==> config.mk <==
export PLATFORM = sky130hd
export DESIGN_NAME = address_pool_trie_allocator
export DESIGN_NICKNAME = d
export VERILOG_FILES = /design/src/sv/apta_pkg.sv /design/src/sv/apta_ram.sv /design/src/sv/apta_dp.sv /design/src/sv/apta_ctrl.sv /design/src/sv/address_pool_trie_allocator.sv
export SDC_FILE = /design/constraint.sdc
export NUM_CORES = 2
export LEC_CHECK = 0
export BUFFER_PORTS_ARGS = -buffer_cell sky130_fd_sc_hd__buf_2
export CAP_MARGIN = 20
export CORE_ASPECT_RATIO = 1.2
export CORE_MARGIN = 2
export CORE_UTILIZATION = 25
export CTS_CLUSTER_SIZE = 12
export DETAILED_ROUTE_END_ITERATION = 6
export PLACE_DENSITY = 0.37
export SYNTH_ARGS = -nofsm -noshare
export SYNTH_HDL_FRONTEND = slang
export SYNTH_SLANG_ARGS = --single-unit
==> constraint.sdc <==
create_clock -name clk -period 73.3 [get_ports clk]
set_clock_uncertainty 0.1 [all_clocks]
set_input_delay 14.66 -clock clk [delete_from_list [all_inputs] [get_ports clk]]
set_output_delay 14.66 -clock clk [all_outputs]
set_load 0.05 [all_outputs]
==> src/sv/apta_pkg.sv <==
// ----------------------------------------------------------------------------
// apta_pkg
// Shared types and constants for the address pool trie allocator.
// ----------------------------------------------------------------------------
`default_nettype none
package apta_pkg;

  localparam int MAX_HOST_BITS_DEF = 10;
  localparam int ADDR_W = 32;
  localparam int PFX_W = 6;
  localparam int HB_W = 5;
  localparam int CNT_W = 11;
  localparam int KIND_W = 2;
  localparam int ST_W = 3;
  localparam int CFG_IDX_W = 1;

  // Reset pool: network 0, /24.
  localparam logic [PFX_W-1:0] PFX_RESET = 6'd24;
  localparam logic [HB_W-1:0] HB_RESET = 5'd8;
  localparam logic [CNT_W-1:0] RESERVED_CNT = 11'd3;

  // Configuration register indexes
  localparam logic [CFG_IDX_W-1:0] REG_NET = 1'b0;
  localparam logic [CFG_IDX_W-1:0] REG_PFX = 1'b1;

  // Request kinds
  localparam logic [KIND_W-1:0] KIND_ALLOC = 2'd0;
  localparam logic [KIND_W-1:0] KIND_FREE = 2'd1;
  localparam logic [KIND_W-1:0] KIND_INIT = 2'd2;

  // Reserved leaves, in the order they are marked
  localparam logic [1:0] RSV_NET = 2'd0;
  localparam logic [1:0] RSV_BCAST = 2'd1;
  localparam logic [1:0] RSV_SERVER = 2'd2;

  typedef enum logic [ST_W-1:0] {
    ST_OK      = 3'd0,
    ST_NO_FREE = 3'd1,
    ST_RANGE   = 3'd2,
    ST_DOUBLE  = 3'd3,
    ST_BAD_CFG = 3'd4
  } status_t;

  typedef enum logic [2:0] {
    S_IDLE,
    S_ROOT,
    S_DOWN,
    S_FCHK,
    S_LEAFW,
    S_UP,
    S_CLEAR,
    S_RSV
  } state_t;

  typedef struct packed {
    logic    load;
    logic    descend_rd;
    logic    descend;
    logic    rd_leaf;
    logic    wr_leaf;
    logic    leaf_val;
    logic    climb;
    logic    clr_start;
    logic    clr_step;
    logic    rsv_load;
    logic [1:0] rsv_sel;
    logic    cnt_inc;
    logic    cnt_dec;
    logic    finish;
    logic    grant;
    status_t status;
  } cmd_t;

  typedef struct packed {
    logic rdata;
    logic alloc_range_bad;
    logic free_range_bad;
    logic cfg_bad;
    logic last_level;
    logic idx_gt1;
    logic parent_gt1;
    logic clr_last;
  } sts_t;

endpackage
`default_nettype wire

==> src/sv/apta_ram.sv <==
// ----------------------------------------------------------------------------
// apta_ram
// Generic RAM: one write port, one read port, registered read data.
// ----------------------------------------------------------------------------
`default_nettype none
module apta_ram #(
  parameter int WIDTH = 1,
  parameter int DEPTH = 2048
) (
  input  wire                      clk,
  input  wire                      we,
  input  wire  [$clog2(DEPTH)-1:0] waddr,
  input  wire  [WIDTH-1:0]         wdata,
  input  wire  [$clog2(DEPTH)-1:0] raddr,
  output logic [WIDTH-1:0]         rdata
);
  logic [WIDTH-1:0] mem [DEPTH];

  always_ff @(posedge clk) begin
    if (we) begin
      mem[waddr] <= wdata;
    end
    rdata <= mem[raddr];
  end
endmodule
`default_nettype wire

==> src/sv/apta_dp.sv <==
// ----------------------------------------------------------------------------
// apta_dp
// Datapath: config registers, pool registers, trie store and walk pointers.
// ----------------------------------------------------------------------------
`default_nettype none
module apta_dp #(
  parameter int MAX_HOST_BITS = apta_pkg::MAX_HOST_BITS_DEF
) (
  input  wire                              clk,
  input  wire                              rst,
  input  wire                              cfg_we,
  input  wire  [apta_pkg::CFG_IDX_W-1:0]   cfg_index,
  input  wire  [apta_pkg::ADDR_W-1:0]      cfg_data,
  input  wire  [apta_pkg::ADDR_W-1:0]      address,
  input  apta_pkg::cmd_t                   cmd,
  output apta_pkg::sts_t                   sts,
  output logic                             done,
  output logic [apta_pkg::ST_W-1:0]        status,
  output logic [apta_pkg::ADDR_W-1:0]      granted_address,
  output logic [apta_pkg::CNT_W-1:0]       free_count
);
  import apta_pkg::*;

  localparam int IW = MAX_HOST_BITS + 1;
  localparam int DEPTH = 1 << IW;

  logic [ADDR_W-1:0] net_address;
  logic [PFX_W-1:0]  prefix_length;
  logic [ADDR_W-1:0] pool_net;
  logic [HB_W-1:0]   hb;
  logic [CNT_W-1:0]  count;
  logic [ADDR_W-1:0] addr_r;
  logic [ADDR_W-1:0] host;
  logic [IW-1:0]     idx;
  logic [HB_W-1:0]   level;
  logic [IW-1:0]     clr;
  logic              cur_v;

  logic              we;
  logic [IW-1:0]     waddr;
  logic              wdata;
  logic [IW-1:0]     raddr;
  logic              rdata;

  logic [ADDR_W-1:0] mask;
  logic [ADDR_W-1:0] bcast;
  logic [ADDR_W-1:0] one_hb;
  logic [PFX_W-1:0]  hb_new;
  logic [ADDR_W-1:0] mask_new;
  logic              bit_n;
  logic [HB_W-1:0]   level_n;
  logic [ADDR_W-1:0] host_n;
  logic [IW-1:0]     idx_n;
  logic [IW-1:0]     parent;
  logic [ADDR_W-1:0] rsv_host;

  function automatic logic [IW-1:0] leaf_of(input logic [ADDR_W-1:0] one,
                                            input logic [ADDR_W-1:0] h);
    logic [ADDR_W-1:0] s;
    s = one + h;
    return s[IW-1:0];
  endfunction

  function automatic logic [IW-1:0] child_of(input logic [IW-1:0] i,
                                             input logic [ADDR_W-1:0] h,
                                             input logic [HB_W-1:0] lv);
    return {i[IW-2:0], h[lv - 5'd1]};
  endfunction

  apta_ram #(.WIDTH(1), .DEPTH(DEPTH)) u_trie (
    .clk   (clk),
    .we    (we),
    .waddr (waddr),
    .wdata (wdata),
    .raddr (raddr),
    .rdata (rdata)
  );

  always_comb begin
    mask     = ~(32'hFFFF_FFFF << hb);
    bcast    = pool_net | mask;
    one_hb   = 32'd1 << hb;
    hb_new   = 6'd32 - prefix_length;
    mask_new = ~(32'hFFFF_FFFF << hb_new);
    bit_n    = host[level - 5'd1] ^ rdata;
    level_n  = level - 5'd1;
    host_n   = (host & ~(32'd1 << level_n)) | ({31'd0, bit_n} << level_n);
    idx_n    = {idx[IW-2:0], bit_n};
    parent   = idx >> 1;
    case (cmd.rsv_sel)
      RSV_NET:    rsv_host = '0;
      RSV_BCAST:  rsv_host = mask;
      default:    rsv_host = 32'd1;
    endcase

    sts.rdata           = rdata;
    sts.alloc_range_bad = (addr_r > bcast) || (addr_r < pool_net);
    sts.free_range_bad  = (addr_r >= bcast) || (addr_r <= pool_net + 32'd1);
    sts.cfg_bad         = (prefix_length < 6'd1) || (prefix_length > 6'd30) ||
                          (hb_new > PFX_W'(MAX_HOST_BITS)) ||
                          ((net_address & mask_new) != '0);
    sts.last_level      = (level == 5'd1);
    sts.idx_gt1         = (idx > IW'(1));
    sts.parent_gt1      = (parent > IW'(1));
    sts.clr_last        = (clr == {IW{1'b1}});

    // Read port select
    if (cmd.load) begin
      raddr = IW'(1);
    end else if (cmd.descend_rd) begin
      raddr = child_of(idx, host, level);
    end else if (cmd.descend) begin
      raddr = child_of(idx_n, host_n, level_n);
    end else if (cmd.rd_leaf) begin
      raddr = leaf_of(one_hb, host);
    end else if (cmd.wr_leaf) begin
      raddr = idx ^ IW'(1);
    end else if (cmd.climb) begin
      raddr = parent ^ IW'(1);
    end else begin
      raddr = idx;
    end

    // Write port select
    we    = cmd.wr_leaf | cmd.climb | cmd.clr_step;
    if (cmd.wr_leaf) begin
      waddr = idx;
      wdata = cmd.leaf_val;
    end else if (cmd.climb) begin
      waddr = parent;
      wdata = cur_v & rdata;
    end else begin
      waddr = clr;
      wdata = 1'b0;
    end
  end

  always_ff @(posedge clk) begin
    if (rst) begin
      net_address   <= '0;
      prefix_length <= PFX_RESET;
      pool_net      <= '0;
      hb            <= HB_RESET;
      count         <= RESERVED_CNT;
      clr           <= '0;
      done          <= 1'b0;
    end else begin
      done <= cmd.finish;
      if (cfg_we) begin
        case (cfg_index)
          REG_NET: net_address <= cfg_data;
          REG_PFX: prefix_length <= cfg_data[PFX_W-1:0];
          default: ;
        endcase
      end
      if (cmd.clr_start) begin
        pool_net <= net_address;
        hb       <= hb_new[HB_W-1:0];
        count    <= RESERVED_CNT;
        clr      <= '0;
      end
      if (cmd.clr_step) begin
        clr <= clr + IW'(1);
      end
      if (cmd.cnt_inc) begin
        count <= count + CNT_W'(1);
      end else if (cmd.cnt_dec) begin
        count <= count - CNT_W'(1);
      end
    end
  end

  // Walk registers and result payload
  always_ff @(posedge clk) begin
    if (cmd.load) begin
      addr_r <= address;
      host   <= address & mask;
      idx    <= IW'(1);
      level  <= hb;
    end
    if (cmd.descend) begin
      idx   <= idx_n;
      host  <= host_n;
      level <= level_n;
    end
    if (cmd.rd_leaf) begin
      idx <= leaf_of(one_hb, host);
    end
    if (cmd.rsv_load) begin
      idx <= leaf_of(one_hb, rsv_host);
    end
    if (cmd.wr_leaf) begin
      cur_v <= cmd.leaf_val;
    end
    if (cmd.climb) begin
      idx   <= parent;
      cur_v <= cur_v & rdata;
    end
    if (cmd.finish) begin
      status          <= cmd.status;
      granted_address <= cmd.grant ? pool_net + host : '0;
      free_count      <= one_hb[CNT_W-1:0] - count;
    end
  end
endmodule
`default_nettype wire

==> src/sv/apta_ctrl.sv <==
// ----------------------------------------------------------------------------
// apta_ctrl
// Controller: sequences the walk down, the climb back up, clear and reserve.
// ----------------------------------------------------------------------------
`default_nettype none
module apta_ctrl (
  input  wire                          clk,
  input  wire                          rst,
  input  wire                          start,
  input  wire  [apta_pkg::KIND_W-1:0]  kind,
  input  apta_pkg::sts_t               sts,
  output apta_pkg::cmd_t               cmd,
  output logic                         busy
);
  import apta_pkg::*;

  state_t            state, state_next;
  logic [KIND_W-1:0] op, op_next;
  logic [1:0]        rsv, rsv_next;
  logic              quiet, quiet_next;

  always_ff @(posedge clk) begin
    if (rst) begin
      state <= S_CLEAR;
      op    <= KIND_INIT;
      rsv   <= RSV_NET;
      quiet <= 1'b1;
    end else begin
      state <= state_next;
      op    <= op_next;
      rsv   <= rsv_next;
      quiet <= quiet_next;
    end
  end

  always_comb begin
    logic climb_done;
    state_next  = state;
    op_next     = op;
    rsv_next    = rsv;
    quiet_next  = quiet;
    cmd         = '0;
    cmd.status  = ST_OK;
    cmd.rsv_sel = rsv;
    climb_done  = 1'b0;
    busy        = (state != S_IDLE);

    case (state)
      S_IDLE: begin
        if (start) begin
          cmd.load   = 1'b1;
          op_next    = kind;
          state_next = S_ROOT;
        end
      end
      S_ROOT: begin
        case (op)
          KIND_ALLOC: begin
            if (sts.rdata) begin
              cmd.finish = 1'b1;
              cmd.status = ST_NO_FREE;
              state_next = S_IDLE;
            end else if (sts.alloc_range_bad) begin
              cmd.finish = 1'b1;
              cmd.status = ST_RANGE;
              state_next = S_IDLE;
            end else begin
              cmd.descend_rd = 1'b1;
              state_next     = S_DOWN;
            end
          end
          KIND_FREE: begin
            if (sts.free_range_bad) begin
              cmd.finish = 1'b1;
              cmd.status = ST_RANGE;
              state_next = S_IDLE;
            end else begin
              cmd.rd_leaf = 1'b1;
              state_next  = S_FCHK;
            end
          end
          KIND_INIT: begin
            if (sts.cfg_bad) begin
              cmd.finish = 1'b1;
              cmd.status = ST_BAD_CFG;
              state_next = S_IDLE;
            end else begin
              cmd.clr_start = 1'b1;
              quiet_next    = 1'b0;
              rsv_next      = RSV_NET;
              state_next    = S_CLEAR;
            end
          end
          default: begin
            cmd.finish = 1'b1;
            cmd.status = ST_RANGE;
            state_next = S_IDLE;
          end
        endcase
      end
      S_DOWN: begin
        cmd.descend = 1'b1;
        if (sts.last_level) begin
          state_next = S_LEAFW;
        end
      end
      S_FCHK: begin
        if (!sts.rdata) begin
          cmd.finish = 1'b1;
          cmd.status = ST_DOUBLE;
          state_next = S_IDLE;
        end else begin
          state_next = S_LEAFW;
        end
      end
      S_LEAFW: begin
        cmd.wr_leaf  = 1'b1;
        cmd.leaf_val = (op != KIND_FREE);
        cmd.cnt_inc  = (op == KIND_ALLOC);
        cmd.cnt_dec  = (op == KIND_FREE);
        if (sts.idx_gt1) begin
          state_next = S_UP;
        end else begin
          climb_done = 1'b1;
        end
      end
      S_UP: begin
        cmd.climb = 1'b1;
        if (!sts.parent_gt1) begin
          climb_done = 1'b1;
        end
      end
      S_CLEAR: begin
        cmd.clr_step = 1'b1;
        if (sts.clr_last) begin
          state_next = S_RSV;
        end
      end
      S_RSV: begin
        cmd.rsv_load = 1'b1;
        state_next   = S_LEAFW;
      end
      default: begin
        state_next = S_IDLE;
      end
    endcase

    // Root reached: mark the next reserved leaf, or finish and report (no report after the reset pass)
    if (climb_done) begin
      if (op == KIND_INIT && rsv != RSV_SERVER) begin
        rsv_next   = rsv + 2'd1;
        state_next = S_RSV;
      end else begin
        cmd.finish = !(op == KIND_INIT && quiet);
        cmd.grant  = (op == KIND_ALLOC);
        cmd.status = ST_OK;
        state_next = S_IDLE;
      end
    end
  end
endmodule
`default_nettype wire

==> src/sv/address_pool_trie_allocator.sv <==
// ----------------------------------------------------------------------------
// address_pool_trie_allocator
// Subnet address pool kept as a binary trie of full marks, one level per host bit.
// ----------------------------------------------------------------------------
// An item is taken when start is high and busy is low; its single result is
// shown for one cycle with done high, and the receiver cannot stall it. The
// trie lives in a 2^(MAX_HOST_BITS+1) x 1 RAM with one read and one write
// port, so an allocate visits each trie level once going down and once going
// up, while a free reads its leaf directly and only climbs. Init sweeps the
// whole RAM clear, one entry per cycle, then marks the three reserved leaves
// with a climb each. The same clearing pass runs after reset, with busy high;
// configuration writes are taken at any time.
`default_nettype none
module address_pool_trie_allocator #(
  parameter int MAX_HOST_BITS = apta_pkg::MAX_HOST_BITS_DEF
) (
  input  wire                             clk,
  input  wire                             rst,
  // request transfer
  input  wire                             start,
  output logic                            busy,
  input  wire  [apta_pkg::KIND_W-1:0]     kind,
  input  wire  [apta_pkg::ADDR_W-1:0]     address,
  // result transfer
  output logic                            done,
  output logic [apta_pkg::ST_W-1:0]       status,
  output logic [apta_pkg::ADDR_W-1:0]     granted_address,
  output logic [apta_pkg::CNT_W-1:0]      free_count,
  // register writes
  input  wire                             cfg_we,
  input  wire  [apta_pkg::CFG_IDX_W-1:0]  cfg_index,
  input  wire  [apta_pkg::ADDR_W-1:0]     cfg_data
);
  import apta_pkg::*;

  cmd_t cmd;
  sts_t sts;

  apta_ctrl u_ctrl (
    .clk   (clk),
    .rst   (rst),
    .start (start),
    .kind  (kind),
    .sts   (sts),
    .cmd   (cmd),
    .busy  (busy)
  );

  apta_dp #(.MAX_HOST_BITS(MAX_HOST_BITS)) u_dp (
    .clk             (clk),
    .rst             (rst),
    .cfg_we          (cfg_we),
    .cfg_index       (cfg_index),
    .cfg_data        (cfg_data),
    .address         (address),
    .cmd             (cmd),
    .sts             (sts),
    .done            (done),
    .status          (status),
    .granted_address (granted_address),
    .free_count      (free_count)
  );

`ifndef SYNTH
  // an accepted request always keeps the block busy next cycle
  a_busy_after_start: assert property (@(posedge clk) disable iff (rst)
    (start && !busy) |=> busy)
    else $error("busy not raised after request transfer");

  // a result only follows a cycle of work
  a_done_after_busy: assert property (@(posedge clk) disable iff (rst)
    done |-> $past(busy))
    else $error("result without a request in flight");

  // only a successful allocate grants an address
  a_grant_zero: assert property (@(posedge clk) disable iff (rst)
    (done && status != ST_OK) |-> (granted_address == '0))
    else $error("address granted on failing result");

  // the result strobe is a single cycle
  a_done_pulse: assert property (@(posedge clk) disable iff (rst)
    done |=> !done)
    else $error("result strobe longer than one cycle");
`endif
endmodule
`default_nettype wire
---- Yosys cells after proc, flatten, opt, wreduce, memory -nomap -nowiden ----
Memory sizes are Yosys's and may differ from the RTL's. A register that Yosys moved wholly into a read port is not among the register bits.
Cells that the tools add are included.
word-level totals
  RAM bits ................................ 2,048
  bits in latches ......................... 0
  flip-flop bits (word level) ............. 233
  output and inout bits ................... 48
  memories ................................ 1
  memory bits (read-only) ................. 0
cells by class
  reduce and logical (&&, ||, !) cells .... 25
  bitwise operators ....................... 16
  magnitude comparators ................... 11
  div/mod/pow operators ................... 0
  mux-type cells .......................... 88
  $mul .................................... 0
  shifts and indexed selects .............. 5
  $add $sub $neg .......................... 12
  eq/ne operators ......................... 18
memories
  memory           depth  bits a word  read ports  clocked after Yosys merged registers in  write ports  RTL line        text
  u_dp.u_trie.mem  2,048  1            1           1                                        1            apta_ram.sv:17  logic [WIDTH-1:0] mem [DEPTH];
operators with widths
  cell                                                                  count
  11-bit 2-to-1 mux                                                     17
  32-bit AND                                                            3
  32-bit NOT                                                            3
  32-bit 2-to-1 mux                                                     2
  32-bit OR                                                             2
  3-bit 2-to-1 mux                                                      11
  32-bit by 1-bit adder with 32-bit output (second input constant)      1
  32-bit adder                                                          1
  32-bit >= comparator                                                  1
  32-bit greater-than comparator                                        1
  32-bit less-or-equal comparator                                       1
  32-bit < comparator                                                   1
  32-bit nonzero test                                                   1
  1-bit by 5-bit left shift with 32-bit output                          1
  1-bit by 5-bit left shift with 32-bit output (first input constant)   1
  32-bit by 5-bit left shift with 32-bit output (first input constant)  1
  32-bit by 6-bit left shift with 32-bit output (first input constant)  1
  1-bit 2-to-1 mux                                                      31
  2-bit 2-to-1 mux                                                      12
  11-bit by 1-bit adder with 11-bit output (second input constant)      2
  11-bit adder                                                          2
  11-bit case mux with 2 select lines                                   1
  3-bit case mux with 7 select lines                                    1
  5-bit 2-to-1 mux                                                      4
  45 further kinds                                                      73

---- Longest topological paths before layout ----
  depth after elaboration ................. 12
  mapped depth ............................ 32
  depth with buffers taken out ............ 27

---- Hierarchy ----
From an unflattened synthesis, not the netlist that was laid out.
second synthesis, totals
  cells, all modules ...................... 8,356
  area, all modules ....................... 107,260.4 µm²
by module, submodules not included
  module     sequential area each (µm²)  cells an instance  area each (µm²)  times used
  apta_ram   61,519.0                    6,243              89,345.7         1
  apta_dp    5,765.5                     2,013              17,209.0         1
  apta_ctrl  160.2                       100                705.7            1

---- Worst setup path after synthesis ----
No wires, ideal clock.
  kind .................................... reg2reg
  start point ............................. register u_ctrl.state[0]
  end point ............................... memory u_dp.u_trie.mem[0], data pin
  setup time .............................. 5.798 ns
  clock period less this slack ............ 34.024 ns
  arrival ................................. 28.127 ns
  required time ........................... 67.402 ns
  path buffers ............................ 2
  setup slack ............................. 39.276 ns
  stages on the path, launching flop included .. 6
  path through ............................ dfxtp_1 -> buf_2 -> nand2_1 -> nor2_1 -> clkbuf_1 -> a32o_1
on the way
  word-level cells in the longest chain between the ends .. 4
RTL lines
  item                    RTL line         text
  start, declared         apta_ctrl.sv:17  state_t state, state_next;
  start signal, assigned  apta_ctrl.sv:29  state <= state_next;
  3-bit equality test     apta_ctrl.sv:48  case (state)
  1-bit 2-to-1 mux        apta_ctrl.sv:48
  1-bit 2-to-1 mux        apta_dp.sv:129   end else if (cmd.climb) begin
  1-bit 2-to-1 mux *      apta_dp.sv:126   if (cmd.wr_leaf) begin
  net u_dp.u_trie.wdata   apta_ram.sv:13   input wire [WIDTH-1:0] wdata,
  end, declared           apta_ram.sv:17
The timed path passes the listed nets; every way through them passes the cells marked *.

---- Worst setup path after layout ----
  start point ............................. input start
  end point ............................... register u_dp.u_trie.rdata, read port of u_dp.u_trie.mem
on the way
  word-level cells in the longest chain between the ends .. 3
RTL lines
  item               RTL line                           text
  start, declared    address_pool_trie_allocator.sv:20  input wire start,
  1-bit 2-to-1 mux   apta_ctrl.sv:50                    if (start) begin
  1-bit 2-to-1 mux   apta_ctrl.sv:48
  11-bit 2-to-1 mux  apta_dp.sv:108                     if (cmd.load) begin
  end, declared      apta_ram.sv:15                     output logic [WIDTH-1:0] rdata
No other way between the ends.
A chain may end at the register's enable or synchronous reset.

==> impl_metrics.ini <==
[sta]
final.min_clock_period_ns = 20.97
worst-slew-pin-transition_ns = 1.18
finalHoldViolations = 0
drv_slew = 0
max_freq_mhz = 47.7
setup_tns_ns = 0
rsz0062_at_grt = false
slew_headroom_pct = 21.2
fin_crit_sh_pct = 28.6
setup_viol = 0

[logic_synthesis]
postSynth.asyncResetShare_pct = 0
synth_area_leaders = edfxtp_1 (60%), nor2_1 (8.1%), mux2i_1 (5.1%)
synthFlopType = edfxtp_1
synth_area_leader_cell = edfxtp_1
synth.distinct_cells = 104
synth_area_per_cell_um2 = 10.7
synth_seq_cells = 2282
synth_edf_count = 2174
yosysMostFrequentCell = nor2_1
synth_top_area_share_pct = 60.1
syn_inst = 10103
netlist_area_um2 = 109000
ys_warn_count = 0
synth_nets = 10352
netlist_top_cells_count = nor2_1 (2351), edfxtp_1 (2174), nand2_1 (1426)
synth_seq_area_share_pct = 62.1

[floorplanning]
dieArea_um2 = 440000
fp.dieW_um = 606
start_util_pct = 25.1
ios = 119
die_y_um = 726
std_cell_rows = 265
core-area_um2 = 433000

[pwr]
fin_total_pwr_w = 0.00324
ir_worst_vdd_mv = 0.0196
power.density_nw_per_um2 = 26.0
p_leak_nw = 40.4

[place]
globalplace.congestion = 0.838
port_buffers = 118
place_inst = 15376
dpl.hpwl_um = 265000
dpl_cell_area_um2 = 116000

[min_path]
hold_class = reg -> reg

[drt]
drtPass1Iterations = 6
wl_per_cell_um = 29.0
drc = 0
drtIter0Drc = 7690
vias_per_cell = 5.10
final_antenna_net_count = 0
wirelength_um = 461000
via_count = 81012

[finish]
area_delta_synth_final_pct = 14.8
multi_input_comb_area_um2 = 37500
design_area_um2 = 125000
seqCellArea_um2 = 67400
fillers = 44974
drive_gt1_share_pct = 8.99
nets = 10188
fin_util_pct = 28.8
fin_cells = 15886

[clocking]
ctsHoldBuffers = 0
htree_num_levels = 5
clockRootBuffer = clkbuf_16
cts_resized = 0
tritoncts = built
clockBufferDepth = 4
post_cts_buffers = 0
path_clk_slew_ns = 0.06
cts_made_buffers = 269
cts.sinks = 2282
clk_latency_ns = 0.97

[setup_path]
cp_data_required_time_ns = 74.05
worstSetupPathType = in -> reg
crit_path_end_kind = flip-flop
startpoint_type = primary input
critPathMaxFanout = 63
cp.arrival_ns = 21.71

[grt]
grt_first_pass_wirelength_um = 641000
antenna_found_initial = 27
track_usage_pct = 20.4
grt_pass1_vias = 79913
gr-total-overflow = 0
grt_max_degree = 250

[run]
max_cap_viol_count = 0

[outcome]
status = finished clean
[final timing paths]
path / from / endpoint / slack [ns] / cells after the start
hold reg to reg: u_dp.net_address[26] / u_dp.net_address[26] / 0.36 / 2
setup / recovery: start / u_dp.u_trie.rdata / 52.33 / 20
setup reg to reg: u_dp.pool_net[7] / u_dp.u_trie.rdata / 61.66 / 29
hold / removal: u_dp.net_address[26] / u_dp.net_address[26] / 0.36 / 2
[cell type report]
type / count / area share, %
Sequential cell: 2282 / 54.1
Clock inverter: 124 / 0.824
Clock buffer: 345 / 5.83
Multi-Input combinational cell: 6874 / 30.1
Tap cell: 5740 / 5.76
Timing Repair Buffer: 405 / 3.06
Inverter: 107 / 0.322
Antenna cell: 9 / 0.0181
[sequential cells by signal, summed over array words and instances (netlist names), 32 cells and up]
| register | count |
|---|---|
| u_dp.granted_address | 32 |
| u_dp.host | 32 |
| u_dp.pool_net | 32 |
| u_dp.net_address | 32 |
| u_dp.addr_r | 32 |
| u_dp.u_trie.mem | 2048 |
[cells by family after synthesis]
group	share of synthesized area, %
buffers and inverters	3.87
AO/OA/AOI/OAI	7.97
multiplexers	5.51
flip-flops	62.1
adder cells (fa/ha/maj)	2.08
AND/OR/NAND/NOR	17.7
XOR/XNOR	0.789
[per-layer routing]
| layer | wire [um] | vias to the layer above | GRT usage, % |
|---|---|---|---|
| li1 | - | 35640 | - |
| met1 | 191000 | 42138 | 25.7 |
| met2 | 231000 | 2587 | 35.9 |
| met3 | 22500 | 643 | 2.29 |
| met4 | 17100 | 4 | 7.13 |
| met5 | 27 | - | 0 |
[cells in the final DEF, fill, tap and decap left out, drive strengths merged, types with 32 or more instances in the layout]
master / netlist / layout
a211oi: 39 / 39
nand3: 397 / 397
ha: 174 / 174
clkbuf: 559 / 346
a22oi: 33 / 33
mux2i: 559 / 559
inv: 106 / 120
o211ai: 34 / 34
nor4: 58 / 58
a21oi: 484 / 484
nand2: 1427 / 1427
dfxtp: 108 / 108
o221ai: 92 / 92
and3: 36 / 36
o22ai: 143 / 143
o21ai: 201 / 201
buf: 281 / 404
and2: 33 / 33
nand4: 109 / 109
nor2: 2351 / 2351
clkinv: 1 / 101
edfxtp: 2174 / 2174
a21o: 32 / 32
xnor2: 72 / 72
nor3: 108 / 108
a31oi: 69 / 69
[worst max-delay path, cell delays in order]
cell	delay (ns)
buf_2	0.15
inv_1	0.09
or2_2	0.44
nand2_2	0.11
buf_4	0.51
nor2_1	0.10
a2111oi_0	0.55
buf_4	0.23
or2_4	0.52
buf_12	0.50
nand2_4	0.49
buf_12	0.40
o21ai_0	0.36
o221ai_1	0.15
a21oi_1	0.35
nor4_1	0.12
a21oi_1	0.58
a22oi_1	0.26
mux2i_1	0.69
a211o_1	0.23
[per-stage QoR]
| step | worst slack, ns | hold WS [ns] |
|---|---|---|
| 3_5_place_dp | 51.37 | 0.350 |
| 5_1_grt | 52.27 | 0.375 |
| 3_3_place_gp | 51.20 | 0.346 |
| 6_report | 52.33 | 0.358 |
| 2_1_floorplan | 39.28 | 0.336 |
| 4_1_cts | 52.32 | 0.359 |
[report_power, final]
part,internal [W],leakage [nW],switching [W]
Sequential,0.00147,20.9,0.00000435
Combinational,0.0000941,15.5,0.000360
Clock,0.000730,4.04,0.000586
Total,0.00229,40.4,0.000950
Power figures use the tool's default switching activity.
